File: config.mk
export PLATFORM = sky130hd
export DESIGN_NAME = panel_setting_editor_top
export DESIGN_NICKNAME = d
export VERILOG_FILES = /design/src/hw/rtl/pse_pkg.sv /design/src/hw/rtl/pse_editor.sv /design/src/hw/rtl/panel_setting_editor_top.sv
export SDC_FILE = /design/constraint.sdc
export NUM_CORES = 1
export LEC_CHECK = 0
export BUFFER_PORTS_ARGS = -buffer_cell sky130_fd_sc_hd__buf_2
export CAP_MARGIN = 20
export CELL_PAD_IN_SITES_DETAIL_PLACEMENT = 1
export CELL_PAD_IN_SITES_GLOBAL_PLACEMENT = 1
export CORE_MARGIN = 8
export CORE_UTILIZATION = 49
export DETAILED_ROUTE_END_ITERATION = 8
export PLACE_DENSITY_LB_ADDON = 0.08
export RECOVER_POWER = 25
export SETUP_SLACK_MARGIN = 0.5
export SLEW_MARGIN = 20
export SYNTH_ARGS = -nofsm -noshare
export SYNTH_HDL_FRONTEND = slang
export SYNTH_SLANG_ARGS = --single-unit
export TNS_END_PERCENT = 30
File: constraint.sdc
create_clock -name clk_i -period 7.7 [get_ports clk_i]
set_input_delay 0.385 -clock clk_i [delete_from_list [all_inputs] [get_ports clk_i]]
set_output_delay 0.385 -clock clk_i [all_outputs]
set_load 0.03 [all_outputs]
File: src/hw/rtl/pse_pkg.sv
// types, codes and limits shared by the panel setting editor
package pse_pkg;

  typedef enum logic [3:0] {
    OP_MODE_KEY  = 4'd0,
    OP_FREQ_KEY  = 4'd1,
    OP_DUTY_KEY  = 4'd2,
    OP_COUNT_KEY = 4'd3,
    OP_LEVEL_KEY = 4'd4,
    OP_ENC_DOWN  = 4'd5,
    OP_ENC_UP    = 4'd6,
    OP_PUSH      = 4'd7,
    OP_OTHER     = 4'd8,
    OP_WRITE     = 4'd9
  } op_e;

  typedef enum logic [2:0] {
    SEL_NONE  = 3'd0,
    SEL_PULSE = 3'd1,
    SEL_PAUSE = 3'd2,
    SEL_LEVEL = 3'd3,
    SEL_FREQ  = 3'd4,
    SEL_COUNT = 3'd5,
    SEL_DUTY  = 3'd6
  } sel_e;

  localparam int unsigned ValW  = 20;
  localparam int unsigned StepW = 21;
  localparam int unsigned FreqW = 17;
  localparam int unsigned DutyW = 7;
  localparam int unsigned LvlW  = 9;
  localparam int unsigned CntW  = 10;

  localparam logic [ValW-1:0] MaxPulse = 20'd999999;
  localparam logic [ValW-1:0] MaxPause = 20'd999999;
  localparam logic [ValW-1:0] MaxLevel = 20'd99;
  localparam logic [ValW-1:0] MaxFreq  = 20'd99999;
  localparam logic [ValW-1:0] MaxCount = 20'd999;
  localparam logic [ValW-1:0] MaxDuty  = 20'd99;

  localparam logic [ValW-1:0]  RstPulse = 20'd1000;
  localparam logic [ValW-1:0]  RstPause = 20'd1000;
  localparam logic [FreqW-1:0] RstFreq  = 17'd1000;
  localparam logic [DutyW-1:0] RstDuty  = 7'd50;
  localparam logic [LvlW-1:0]  RstLevel = 9'd340;
  localparam logic [CntW-1:0]  RstCount = 10'd0;

  typedef struct packed {
    op_e             op;
    sel_e            sel;
    logic [ValW-1:0] value;
  } item_t;

  typedef struct packed {
    logic             running;
    logic             pulse_mode;
    sel_e             editing;
    logic [StepW-1:0] step;
    logic [ValW-1:0]  pulse;
    logic [ValW-1:0]  pause;
    logic [FreqW-1:0] freq;
    logic [DutyW-1:0] duty;
    logic [LvlW-1:0]  level;
    logic [CntW-1:0]  count;
  } snap_t;

  // true for the six real settings
  function automatic logic sel_valid(sel_e sel);
    logic ok;
    ok = 1'b0;
    unique case (sel)
      SEL_PULSE, SEL_PAUSE, SEL_LEVEL, SEL_FREQ, SEL_COUNT, SEL_DUTY: ok = 1'b1;
      default: ok = 1'b0;
    endcase
    return ok;
  endfunction

  function automatic logic [ValW-1:0] max_of(sel_e sel);
    logic [ValW-1:0] mx;
    mx = '0;
    unique case (sel)
      SEL_PULSE: mx = MaxPulse;
      SEL_PAUSE: mx = MaxPause;
      SEL_LEVEL: mx = MaxLevel;
      SEL_FREQ:  mx = MaxFreq;
      SEL_COUNT: mx = MaxCount;
      SEL_DUTY:  mx = MaxDuty;
      default:   mx = '0;
    endcase
    return mx;
  endfunction

endpackage

File: src/hw/rtl/pse_editor.sv
// setting registers and the combinational next-state logic of the editor
module pse_editor
  import pse_pkg::*;
(
  input  logic  clk_i,
  input  logic  rst_ni,
  input  logic  en_i,
  input  item_t item_i,
  output snap_t snap_o
);

  snap_t            state_q, state_d;
  logic             key_hit;
  sel_e             key_sel;
  logic [ValW-1:0]  key_max;
  logic [StepW-1:0] step_x10;
  logic [ValW-1:0]  cur;
  logic [ValW-1:0]  cur_max;
  logic             cur_ok;
  logic [ValW+1:0]  up_sum;
  logic             up_ok;
  logic             down_ok;
  logic [ValW-1:0]  down_val;
  logic             wr_en;
  sel_e             wr_sel;
  logic [ValW-1:0]  wr_val;

  // value of the setting under edit
  always_comb begin
    cur = '0;
    unique case (state_q.editing)
      SEL_PULSE: cur = state_q.pulse;
      SEL_PAUSE: cur = state_q.pause;
      SEL_LEVEL: cur = {{(ValW-LvlW){1'b0}}, state_q.level};
      SEL_FREQ:  cur = {{(ValW-FreqW){1'b0}}, state_q.freq};
      SEL_COUNT: cur = {{(ValW-CntW){1'b0}}, state_q.count};
      SEL_DUTY:  cur = {{(ValW-DutyW){1'b0}}, state_q.duty};
      default:   cur = '0;
    endcase
  end

  assign cur_ok   = sel_valid(state_q.editing);
  assign cur_max  = max_of(state_q.editing);
  assign up_sum   = {2'b00, cur} + {1'b0, state_q.step};
  assign up_ok    = cur_ok && (up_sum <= {2'b00, cur_max});
  // step <= value and value - step >= 1 together mean step < value
  assign down_ok  = cur_ok && ({1'b0, cur} > state_q.step);
  assign down_val = cur - state_q.step[ValW-1:0];
  assign step_x10 = {state_q.step[StepW-4:0], 3'b000} + {state_q.step[StepW-2:0], 1'b0};
  assign key_max  = max_of(key_sel);

  always_comb begin
    key_hit = 1'b0;
    key_sel = SEL_NONE;
    unique case (item_i.op)
      OP_FREQ_KEY: begin
        key_hit = 1'b1;
        key_sel = state_q.pulse_mode ? SEL_PULSE : SEL_FREQ;
      end
      OP_DUTY_KEY: begin
        key_hit = 1'b1;
        key_sel = state_q.pulse_mode ? SEL_PAUSE : SEL_DUTY;
      end
      OP_COUNT_KEY: begin
        key_hit = state_q.pulse_mode;
        key_sel = SEL_COUNT;
      end
      OP_LEVEL_KEY: begin
        key_hit = 1'b1;
        key_sel = SEL_LEVEL;
      end
      default: begin
        key_hit = 1'b0;
        key_sel = SEL_NONE;
      end
    endcase
  end

  always_comb begin
    state_d = state_q;
    wr_en   = 1'b0;
    wr_sel  = state_q.editing;
    wr_val  = item_i.value;

    // encoder and direct write leave the run flag alone, push toggles it
    if (item_i.op != OP_ENC_DOWN && item_i.op != OP_ENC_UP &&
        item_i.op != OP_PUSH && item_i.op != OP_WRITE) begin
      state_d.running = 1'b0;
    end

    unique case (item_i.op)
      OP_MODE_KEY: begin
        state_d.pulse_mode = ~state_q.pulse_mode;
        state_d.editing    = SEL_NONE;
      end
      OP_ENC_DOWN: begin
        wr_en  = down_ok;
        wr_val = down_val;
      end
      OP_ENC_UP: begin
        wr_en  = up_ok;
        wr_val = up_sum[ValW-1:0];
      end
      OP_PUSH: begin
        state_d.editing = SEL_NONE;
        state_d.running = ~state_q.running;
      end
      OP_WRITE: begin
        wr_sel = item_i.sel;
        wr_en  = sel_valid(item_i.sel) && (item_i.value < max_of(item_i.sel));
      end
      default: begin
      end
    endcase

    if (key_hit) begin
      if (state_q.step > {1'b0, key_max}) begin
        state_d.editing = SEL_NONE;
        state_d.step    = '0;
      end else if (state_q.editing != key_sel) begin
        state_d.editing = key_sel;
        state_d.step    = StepW'(1);
      end else begin
        state_d.step = step_x10;
      end
    end

    if (wr_en) begin
      unique case (wr_sel)
        SEL_PULSE: state_d.pulse = wr_val;
        SEL_PAUSE: state_d.pause = wr_val;
        SEL_LEVEL: state_d.level = wr_val[LvlW-1:0];
        SEL_FREQ:  state_d.freq  = wr_val[FreqW-1:0];
        SEL_COUNT: state_d.count = wr_val[CntW-1:0];
        SEL_DUTY:  state_d.duty  = wr_val[DutyW-1:0];
        default: begin
        end
      endcase
    end
  end

  always_ff @(posedge clk_i or negedge rst_ni) begin
    if (!rst_ni) begin
      state_q.running    <= 1'b0;
      state_q.pulse_mode <= 1'b0;
      state_q.editing    <= SEL_NONE;
      state_q.step       <= '0;
      state_q.pulse      <= RstPulse;
      state_q.pause      <= RstPause;
      state_q.freq       <= RstFreq;
      state_q.duty       <= RstDuty;
      state_q.level      <= RstLevel;
      state_q.count      <= RstCount;
    end else if (en_i) begin
      state_q <= state_d;
    end
  end

  assign snap_o = state_d;

endmodule

File: src/hw/rtl/panel_setting_editor_top.sv
// top level of the panel setting editor: input register, editor, result register
//
// The editor takes one front-panel event per transfer on the slave stream and returns
// one transfer on the master stream holding every setting as it stands after that
// event. Events are key presses (mode, frequency, duty, count, level), encoder moves,
// push and direct writes. It sustains one event per clock cycle while the result
// stream is not stalled: an event sits in the input register while the combinational
// next-state logic on the setting registers works it out, and its snapshot lands in
// the result register at the same edge the settings update, from where it is offered
// on the master stream. The input register can still take one more event while a
// finished result waits to be taken; only a full input register behind a stalled
// result register holds s_axis_tready_o low. After reset the generator is stopped,
// in PWM mode, with nothing under edit, a step of zero, pulse and pause of 1000,
// frequency 1000, duty 50, level 340 and a count of zero.
module panel_setting_editor_top
  import pse_pkg::*;
(
  input  logic         clk_i,
  input  logic         rst_ni,
  // event stream
  input  logic         s_axis_tvalid_i,
  output logic         s_axis_tready_o,
  input  logic [23:0]  s_axis_tdata_i,   // new_value [19:0], zero [23:20]
  input  logic [7:0]   s_axis_tuser_i,   // operation [3:0], setting_select [6:4], zero [7]
  // settings snapshot stream
  output logic         m_axis_tvalid_o,
  input  logic         m_axis_tready_i,
  output logic [111:0] m_axis_tdata_o    // running [0], pulse_mode [1], editing [4:2],
                                         // step_size [24:5], pulse_width [44:25],
                                         // pause_width [64:45], freq_value [81:65],
                                         // duty_value [88:82], level_value [97:89],
                                         // count_value [107:98], zero [111:108]
);

  logic  in_valid_q;
  item_t in_item_q;
  logic  out_valid_q;
  snap_t out_snap_q;
  snap_t snap;
  logic  advance;

  // the event in the input register moves on when the result register is free
  assign advance         = in_valid_q && (!out_valid_q || m_axis_tready_i);
  assign s_axis_tready_o = !in_valid_q || advance;

  always_ff @(posedge clk_i or negedge rst_ni) begin
    if (!rst_ni) begin
      in_valid_q <= 1'b0;
    end else if (s_axis_tready_o) begin
      in_valid_q <= s_axis_tvalid_i;
    end
  end

  // payload, no reset needed
  always_ff @(posedge clk_i) begin
    if (s_axis_tready_o && s_axis_tvalid_i) begin
      in_item_q.op    <= op_e'(s_axis_tuser_i[3:0]);
      in_item_q.sel   <= sel_e'(s_axis_tuser_i[6:4]);
      in_item_q.value <= s_axis_tdata_i[ValW-1:0];
    end
  end

  pse_editor u_editor (
    .clk_i  (clk_i),
    .rst_ni (rst_ni),
    .en_i   (advance),
    .item_i (in_item_q),
    .snap_o (snap)
  );

  // result register
  always_ff @(posedge clk_i or negedge rst_ni) begin
    if (!rst_ni) begin
      out_valid_q <= 1'b0;
    end else if (!out_valid_q || m_axis_tready_i) begin
      out_valid_q <= in_valid_q;
    end
  end

  always_ff @(posedge clk_i) begin
    if (advance) begin
      out_snap_q <= snap;
    end
  end

  assign m_axis_tvalid_o = out_valid_q;
  assign m_axis_tdata_o  = {4'b0000,
                            out_snap_q.count,
                            out_snap_q.level,
                            out_snap_q.duty,
                            out_snap_q.freq,
                            out_snap_q.pause,
                            out_snap_q.pulse,
                            out_snap_q.step[ValW-1:0],
                            out_snap_q.editing,
                            out_snap_q.pulse_mode,
                            out_snap_q.running};

endmodule

# Yosys cells after proc, flatten, opt, wreduce, memory -nomap -nowiden
# Index checks and enable logic that the tools add are counted.
[totals] register_bits=246 inputBits=36 out_inout_bits=114 elab_cells=124
[classes] n_addsub=3 n_lt_le_gt_ge=4 n_eq_ne=37 mux=30 n_bitwise=2 reduce_logical=23
[ops] operator="20-bit one-hot mux with 4 select lines" count=3
[ops] operator="20-bit one-hot mux with 6 select lines" count=1
[ops] operator="83-bit two-way mux" count=1
[ops] operator="20-bit two-way mux" count=3
[ops] operator="24-bit two-way mux" count=2
[ops] operator="20-bit one-hot mux with 2 select lines" count=1
[ops] operator="3-bit equality test (second input constant)" count=12
[ops] operator="3-bit by 2-bit equality test with 1-bit output (second input constant)" count=8
[ops] operator="20-bit by 21-bit adder with 22-bit output" count=1
[ops] operator="22-bit by 20-bit <= comparator with 1-bit output" count=1
[ops] operator="21-bit adder" count=1
[ops] operator="20-bit by 21-bit greater-than comparator with 1-bit output" count=1
[ops] operator="21-bit by 20-bit greater-than comparator with 1-bit output" count=1
[ops] operator="21-bit two-way mux" count=1
[ops] operator="20-bit less-than comparator" count=1
[ops] operator="20-bit subtractor" count=1
[ops] operator="17-bit two-way mux" count=1
[ops] operator="4-bit by 3-bit equality test with 1-bit output (second input constant)" count=4
[ops] operator="3-bit two-way mux" count=5
[ops] operator="2-bit OR reduction" count=7
[ops] operator="3-bit by 1-bit equality test with 1-bit output (second input constant)" count=4
[ops] operator="4-bit by 3-bit != test with 1-bit output (second input constant)" count=3
[ops] operator="3-bit one-hot mux with 4 select lines" count=1
[ops] operator="6-bit OR reduction" count=2
[ops] operator="other kinds (17)" count=33

# Depth between registers and ports, before layout
# Gate-level depths: netlist of the first run.
[depth] depth_word=8 ltp_mapped=33 depth_no_buf=28

# Hierarchy
# From an unflattened synthesis of the first run, not the netlist that was laid out.
[hier_totals] hier_cells=1436 area_unflattened_um2=15939.0
[by_module_without_submodules] module="pse_editor" n_inst=1 cells_each=1288 area_per_inst_um2=11747.5 seq_area_each_um2=2758.9
[by_module_without_submodules] module="panel_setting_editor_top" n_inst=1 cells_each=148 area_per_inst_um2=4191.5 seq_area_each_um2=4103.9

# Worst setup path before layout of the first run
# OpenSTA, ideal clock, no wires.
[synth_timing] path_type="register to register" start="register u_editor.state_q[105] in the netlist's numbering" end="register out_snap_q (netlist bit m_axis_tdata_o[72]) (data pin)" setup_time_ns=0.260 t_arrival_ns=6.372 required_time_ns=7.440 slack_ns=1.069 stages_incl_launch_ff=32 n_path_buf=6 period_less_slack_ns=6.631 path_cell_list="dfrtp_1 > buf_4 > buf_6 > buf_2 > buf_1 > mux2_2 > a221o_1 > nand2_1 > inv_1 > ha_1 > fa_1 > nor2_1 > o21ai_1 > maj3_1 > nand3_1 > a21boi_2 > a2111oi_4 > o41ai_1 > xnor2_1 > ha_1 > a21o_1 > a21oi_1 > o21ai_0 > a211oi_1 > a21oi_1 > nor3_1 > a41oi_1 > nor2_4 > buf_6 > nand3_4 > buf_2 > mux2_2"
[synth_rtl] item="start, declared" line_no="pse_editor.sv:12" text="snap_t state_q, state_d;"
[synth_rtl] item="start signal, assigned" line_no="pse_editor.sv:155" text="state_q <= state_d;"
[synth_rtl] item="end signal, assigned" line_no="panel_setting_editor_top.sv:82" text="out_snap_q <= snap;"
[synth_rtl] item="end, declared" line_no="panel_setting_editor_top.sv:38" text="snap_t out_snap_q;"

==> reports/metrics.yaml, run 1 <==
logic_synthesis:
  synth.avg_cell_area_um2: 11.3
  synthFlopType: "edfxtp_1"
  synthTopCellsByCount: "edfxtp_1, mux2_2, nand2_1"
  synth_top_area_share_pct: 25.8
  yosysMostFrequentCell: "edfxtp_1"
  yosysSeqAreaShare_pct: 43.7
  synthesis.area_um2: 15700
  yosysWarnings: 0
  synth_top_area_cell: "edfxtp_1"
  synth.distinct_cells: 88
  yosys-top-cells-area: "edfxtp_1, dfrtp_1, ha_1"
  synthCells: 1387
  synthArstFlopShare_pct: 45.1
  synth_edf_count: 135
  ys_seq_elements: 246
floorplanning:
  die_x_um: 195
  fp-row-count: 65
  start_util_pct: 49.7
  core_area_um2: 31600
  io_pins: 150
  dieArea_um2: 38000
  die-height_um: 195
global_routing:
  grt_first_pass_wirelength_um: 76200
  grt.busiest_layer: "met2"
  grt_util_met2_pct: 42.3
  grt.total_usage_pct: 25.1
  grt_util_met3_pct: 3.20
  grt_util_met1_pct: 33.9
  grt_pass1_vias: 12800
  grt_max_degree: 69
  globalRoute.totalOverflow: 0
  antenna_found_initial: 0
timing:
  fmaxAchievable_mhz: 144
  relSlewSlack_pct: -97.8
  rsz0062_at_grt: "no"
  finalHoldViolCount: 0
  final.min_clock_period_ns: 6.94
  whs_ns: 0.0338
  worst_pin_slew_ns: 2.97
  setup_viol: 0
  final.setup.tns_ns: 0
  finalCritPeriodShare_pct: 90.2
  slew_viol_final: 78
  clock_skew_ns: 0.0173
placed_design:
  dp.cells: 1911
  dp_hpwl_um: 36000
  place_congestion: 0.921
  placement.io_buffers: 140
drt:
  drc: 0
  ant_nets: 0
  dr.first_iter.drc_count: 785
  drt-total-wl_um: 48700
  viasPerCell: 6.10
  vias: 12100
  dr.pass1.iters: 5
  post_drt_wl_per_cell_um: 24.5
final_layout:
  area.growth.synth_to_final_pct: 15.6
  drive_gt1_share_pct: 26.2
  n_antenna_cell: 0
  fin_util_pct: 57.5
  fin_nets: 1699
  final_cell_count_no_fill: 1986
  n_fill_cell: 3397
clock_network:
  cts_buffers: 28
  cts_root_buf: "clkbuf_16"
  clk_pin_slew_worst_paths_ns: 0.06
  ctsLongestPathBuffers: 3
  clkLatencyLatePin_ns: 0.55
  h-tree-depth: 1
  cts_tree: "yes"
  cts.sinks: 246
critical_path:
  cp_slowest_cell: "dfrtp_2"
  path_buf_inv: 5
  cpPeakStageDelay_ns: 0.48
  end_kind: "register"
  cp.depth: 29
  worstSetupStartpointType: "register"
  cp.arrival_ns: 7.23
  critical_path_class: "reg2reg"
  crit_top_cell: "buf_4"
  required_ns: 7.99
  rr_worst_depth: 29
  crit_family: "compound AO/OA/AOI/OAI gates"
  crit_fanout: 13
power_and_ir_drop:
  power.density_nw_per_um2: 312
  vdd_drop_max_v: 0.000196
  p_leak_uw: 0.00802
  finalPower_uw: 5650
run:
  max_cap_viol_count: 2
outcome:
  status: "finished, violations left"
  failed_checks: "max-capacitance violations, max-slew violations"
hold_path:
  hold_class: "in2reg"
  worstHoldPathCells: 1
==> cell usage in the layout (no fill, tap or decap), types with 25 or more instances in the layout <==
cell type	synthesis	final
clkbuf_1	50	56
nor3_1	27	25
buf_2	3	91
a22o_1	28	28
clkbuf_16	0	29
buf_4	9	49
mux2_2	103	103
inv_1	49	49
mux2_4	51	51
nand2_1	101	101
o21ai_0	71	70
dfrtp_1	86	85
edfxtp_1	135	135
dfstp_2	25	25
xnor2_1	28	28
nor2_1	70	69
a21oi_1	62	61
ha_1	98	98
==> power breakdown <==
part           leakage [uW]  switching, uW  internal (uW)
combinational       0.00479           1500            938
clock              0.000449            545            768
sequential          0.00277            221           1680
==> path summary, 6_finish.rpt <==
| check | startpoint | end | slack, ns |
|---|---|---|---|
| max reg2reg | u_editor.state_q[105]$_DFFE_PN0P_ | m_axis_tdata_o[42]$_DFFE_PP_ | 0.76 |
| min reg2reg | in_valid_q$_DFFE_PN0N_ | m_axis_tvalid_o$_DFFE_PN0P_ | 0.50 |
| max | u_editor.state_q[105]$_DFFE_PN0P_ | m_axis_tdata_o[42]$_DFFE_PP_ | 0.76 |
| min in group asynchronous | rst_ni | u_editor.state_q[93]$_DFFE_PN0P_ | 1.34 |
| max in group asynchronous | rst_ni | u_editor.state_q[7]$_DFFE_PN0P_ | 4.24 |
| min | s_axis_tdata_i[7] | in_item_q[7]$_DFFE_PP_ | 0.03 |
==> sequential cells by signal, summed over array words and instances, names as in the netlist <==
signal / count
m_axis_tvalid_o: 1
in_item_q: 27
m_axis_tdata_o: 108
u_editor.state_q: 109
in_valid_q: 1
==> stage by stage <==
step / instance area (um2) / worst slack (ns)
after global routing: 18100 / 0.526
final: 18100 / 0.755
after global placement: 17000 / 0.690
after floorplan: 15700 / 1.07
after detailed placement: 17000 / 0.458
after CTS: 18200 / 0.598
==> layout make-up <==
cell class | instances | area, um2 | share of cell area (%)
inverters | 52 | 198 | 1.09
well taps | 402 | 503 | 2.77
multi-input cells | 1016 | 8310 | 45.8
repair buffers | 218 | 1360 | 7.48
clock inverters | 12 | 88.8 | 0.490
clock buffers | 40 | 817 | 4.50
flip-flops and latches | 246 | 6860 | 37.8
==> cells by family after synthesis <==
group           synth area share (%)
simple gates                    10.9
xor+xnor                        2.68
mux                             15.0
fa+ha+maj                       8.93
compound gates                  15.0
flops                           43.7
other cells                   0.0239
buf+inv                         3.68
==> per-layer routing <==
| metal | wire length, um | part of all wire [%] | vias to the layer above |
|---|---|---|---|
| met2 | 23400 | 48 | 323 |
| met3 | 2220 | 4.6 | 64 |
| li1 | - | - | 5568 |
| met4 | 1070 | 2.2 | 0 |
| met1 | 22000 | 45 | 6168 |
| met5 | 0 | 0 | - |
==> what timing repair did <==
item,CTS,global route
setup endpoints to repair,19,164
endpoints found under the hold margin,64,0
pin swaps,0,1
hold buffers,20,0
gates resized for setup,1,9
buffers inserted,2,1
Note: power is estimated with default switching activity, not from simulation.
==> run 2, diff against run 1 <==
==> constraint.sdc (replaced) <==
create_clock -name clk_i -period 7.7 [get_ports clk_i]
set_input_delay 0 -clock clk_i [delete_from_list [all_inputs] [get_ports clk_i]]
set_output_delay 0 -clock clk_i [all_outputs]
set_load 0.03 [all_outputs]
==> run 2 against run 1 <==
Effect of this change: critical path depth increased by 1; the run still ends with max-capacitance violations, max-slew violations left; routed wire length hardly changed; final cell count is 0.40% higher; highest routed layer unchanged; first-iteration DRC count decreased by 14%; register-to-register slack improved by 0.15 ns; via count decreased by 0.62%.
==> reports/metrics.yaml, run 2 (synthesis gave the netlist of run 1 again) <==
drt:
  drc: 0  # unchanged
  dr.first_iter.drc_count: 674  # -14%
  ant_nets: 0  # unchanged
  post_drt_wl_per_cell_um: 24.4  # -0.36%
  viasPerCell: 6.04  # -1.0%
  drt-total-wl_um: 48700  # about the same
  vias: 12000  # -0.62%
  dr.pass1.iters: 5  # unchanged
critical_path:
  cp.arrival_ns: 7.08  # -0.15 ns
  worstSetupStartpointType: "register"
  end_kind: "register"
  path_buf_inv: 4  # -1
  rr_worst_depth: 30  # +3.4%
  critical_path_class: "reg2reg"
  required_ns: 7.99  # about the same
  crit_top_cell: "nor2_1"
  crit_fanout: 12  # -1
  cp_slowest_cell: "a2111oi_4"
  cp.depth: 30  # +3.4%
  cpPeakStageDelay_ns: 0.49  # about the same
  crit_family: "simple AND/OR/NAND/NOR gates"
floorplanning:
  die-height_um: 195  # unchanged
  core_area_um2: 31600  # unchanged
  die_x_um: 195  # unchanged
  io_pins: 150  # unchanged
  dieArea_um2: 38000  # unchanged
  start_util_pct: 49.7  # unchanged
  fp-row-count: 65  # unchanged
clock_network:
  h-tree-depth: 1  # unchanged
  cts_tree: "yes"
  ctsLongestPathBuffers: 3  # unchanged
  cts_buffers: 28  # unchanged
  cts.sinks: 246  # unchanged
  clk_pin_slew_worst_paths_ns: 0.06  # about the same
  cts_root_buf: "clkbuf_16"
  clkLatencyLatePin_ns: 0.56  # about the same
timing:
  slew_viol_final: 47  # -40%
  final.min_clock_period_ns: 6.79  # -0.154 ns
  rsz0062_at_grt: "yes"
  finalHoldViolCount: 0  # unchanged
  worst_pin_slew_ns: 2.94  # -0.0320 ns
  setup_viol: 0  # unchanged
  relSlewSlack_pct: -95.7  # +2.1 points
  clock_skew_ns: 0.0215  # +0.00420 ns
  fmaxAchievable_mhz: 147  # +2.3%
  final.setup.tns_ns: 0  # unchanged
  finalCritPeriodShare_pct: 88.2  # -2.0 points
final_layout:
  n_antenna_cell: 0  # unchanged
  layout_common_cells: "edfxtp_1, mux2_2, nand2_1, ha_1"
  largest_reg_flops: 109  # unchanged
  drive_gt1_share_pct: 24.0  # -2.2 points
  fin_nets: 1707  # +0.47%
  area.growth.synth_to_final_pct: 15.8
  layout_commonest_cell: "edfxtp_1"
  largest-register: "u_editor.state_q"
global_routing:
  grt_pass1_vias: 12800  # -0.20%
  grt_util_met3_pct: 3.40  # +0.21 points
  antenna_found_initial: 0  # unchanged
  grt_max_degree: 69  # unchanged
  globalRoute.totalOverflow: 0  # unchanged
  grt_util_met2_pct: 42.8  # +0.60 points
  grt.total_usage_pct: 24.9  # -0.11 points
  grt_first_pass_wirelength_um: 75700  # -0.64%
  grt_util_met1_pct: 33.7  # -0.22 points
  grt.busiest_layer: "met2"
run:
  max_cap_viol_count: 1  # -1
power_and_ir_drop:
  power.density_nw_per_um2: 313  # +0.54%
  p_leak_uw: 0.00795  # -0.77%
  finalPower_uw: 5690  # +0.72%
  vdd_drop_max_v: 0.000171  # -13%
placed_design:
  place_congestion: 0.902  # -2.1%
  placement.io_buffers: 140  # unchanged
  dp_hpwl_um: 35700  # -0.80%
outcome:
  status: "finished, violations left"
  failed_checks: "max-capacitance violations, max-slew violations"
hold_path:
  hold_class: "in2reg"
  worstHoldPathCells: 2  # +1
-- run 2: path summary, 6_finish.rpt --
path | start | end | slack (ns)
worst max-delay path | u_editor.state_q[105]$_DFFE_PN0P_ | m_axis_tdata_o[61]$_DFFE_PP_ | 0.91
worst min-delay path | s_axis_tuser_i[0] | in_item_q[23]$_DFFE_PP_ | 0.16
worst max register to register | u_editor.state_q[105]$_DFFE_PN0P_ | m_axis_tdata_o[61]$_DFFE_PP_ | 0.91
worst min register to register | in_valid_q$_DFFE_PN0N_ | m_axis_tvalid_o$_DFFE_PN0P_ | 0.50
max in group asynchronous | rst_ni | u_editor.state_q[105]$_DFFE_PN0P_ | 4.61
min in group asynchronous | rst_ni | u_editor.state_q[96]$_DFFE_PN0P_ | 0.93
-- run 2: layout make-up --
class | count | area, um2
fill | 3392 | 13400
multi-input combinational | 1016 | 8300
sequential | 246 | 6860
timing repair buffer | 226 | 1370
clock buffer | 36 | 772
tap | 402 | 503
inverter | 52 | 198
clock inverter | 16 | 165
-- run 2: where the power goes --
group / leakage [uW] / switching, uW / internal (uW)
clock network: 0.000468 / 547 / 808
logic: 0.00471 / 1510 / 929
registers: 0.00277 / 220 / 1680
-- run 2: timing repair --
action,CTS,global route
hold buffers,31,0
endpoints found under the setup margin,0,160
buffers inserted,0,3
resized for setup,0,5
endpoints found under the hold margin,74,0
-- run 2: worst register-to-register path: cells and delay by family, from the launching register on --
family	cells	cell delay (ns)
AO/OA/AOI/OAI	7	1.42
XOR/XNOR	1	0.09
adder cells (fa/ha/maj)	4	1.41
buffers and inverters	4	0.74
flip-flops	1	0.48
multiplexers	2	0.71
AND/OR/NAND/NOR	12	1.69
-- run 2: per-stage QoR --
stage	instances	utilization, %	hold WS (ns)	worst slack (ns)	instance area, um2
2_1_floorplan	1390	-	-0.296	1.07	15700
3_3_place_gp	1907	53.7	0.0626	0.906	17000
3_5_place_dp	1908	53.8	0.0740	0.780	17000
4_1_cts	1991	57.7	0.0138	0.712	18200
5_1_grt	1994	57.6	0.157	0.467	18200
6_report	1994	57.6	0.157	0.910	18200
-- run 2: metal layers --
layer,vias to the layer above,share of wire [%]
met1,6137,46
li1,5584,-
met2,274,48
met4,0,1.4
met5,-,0
met3,53,4.1
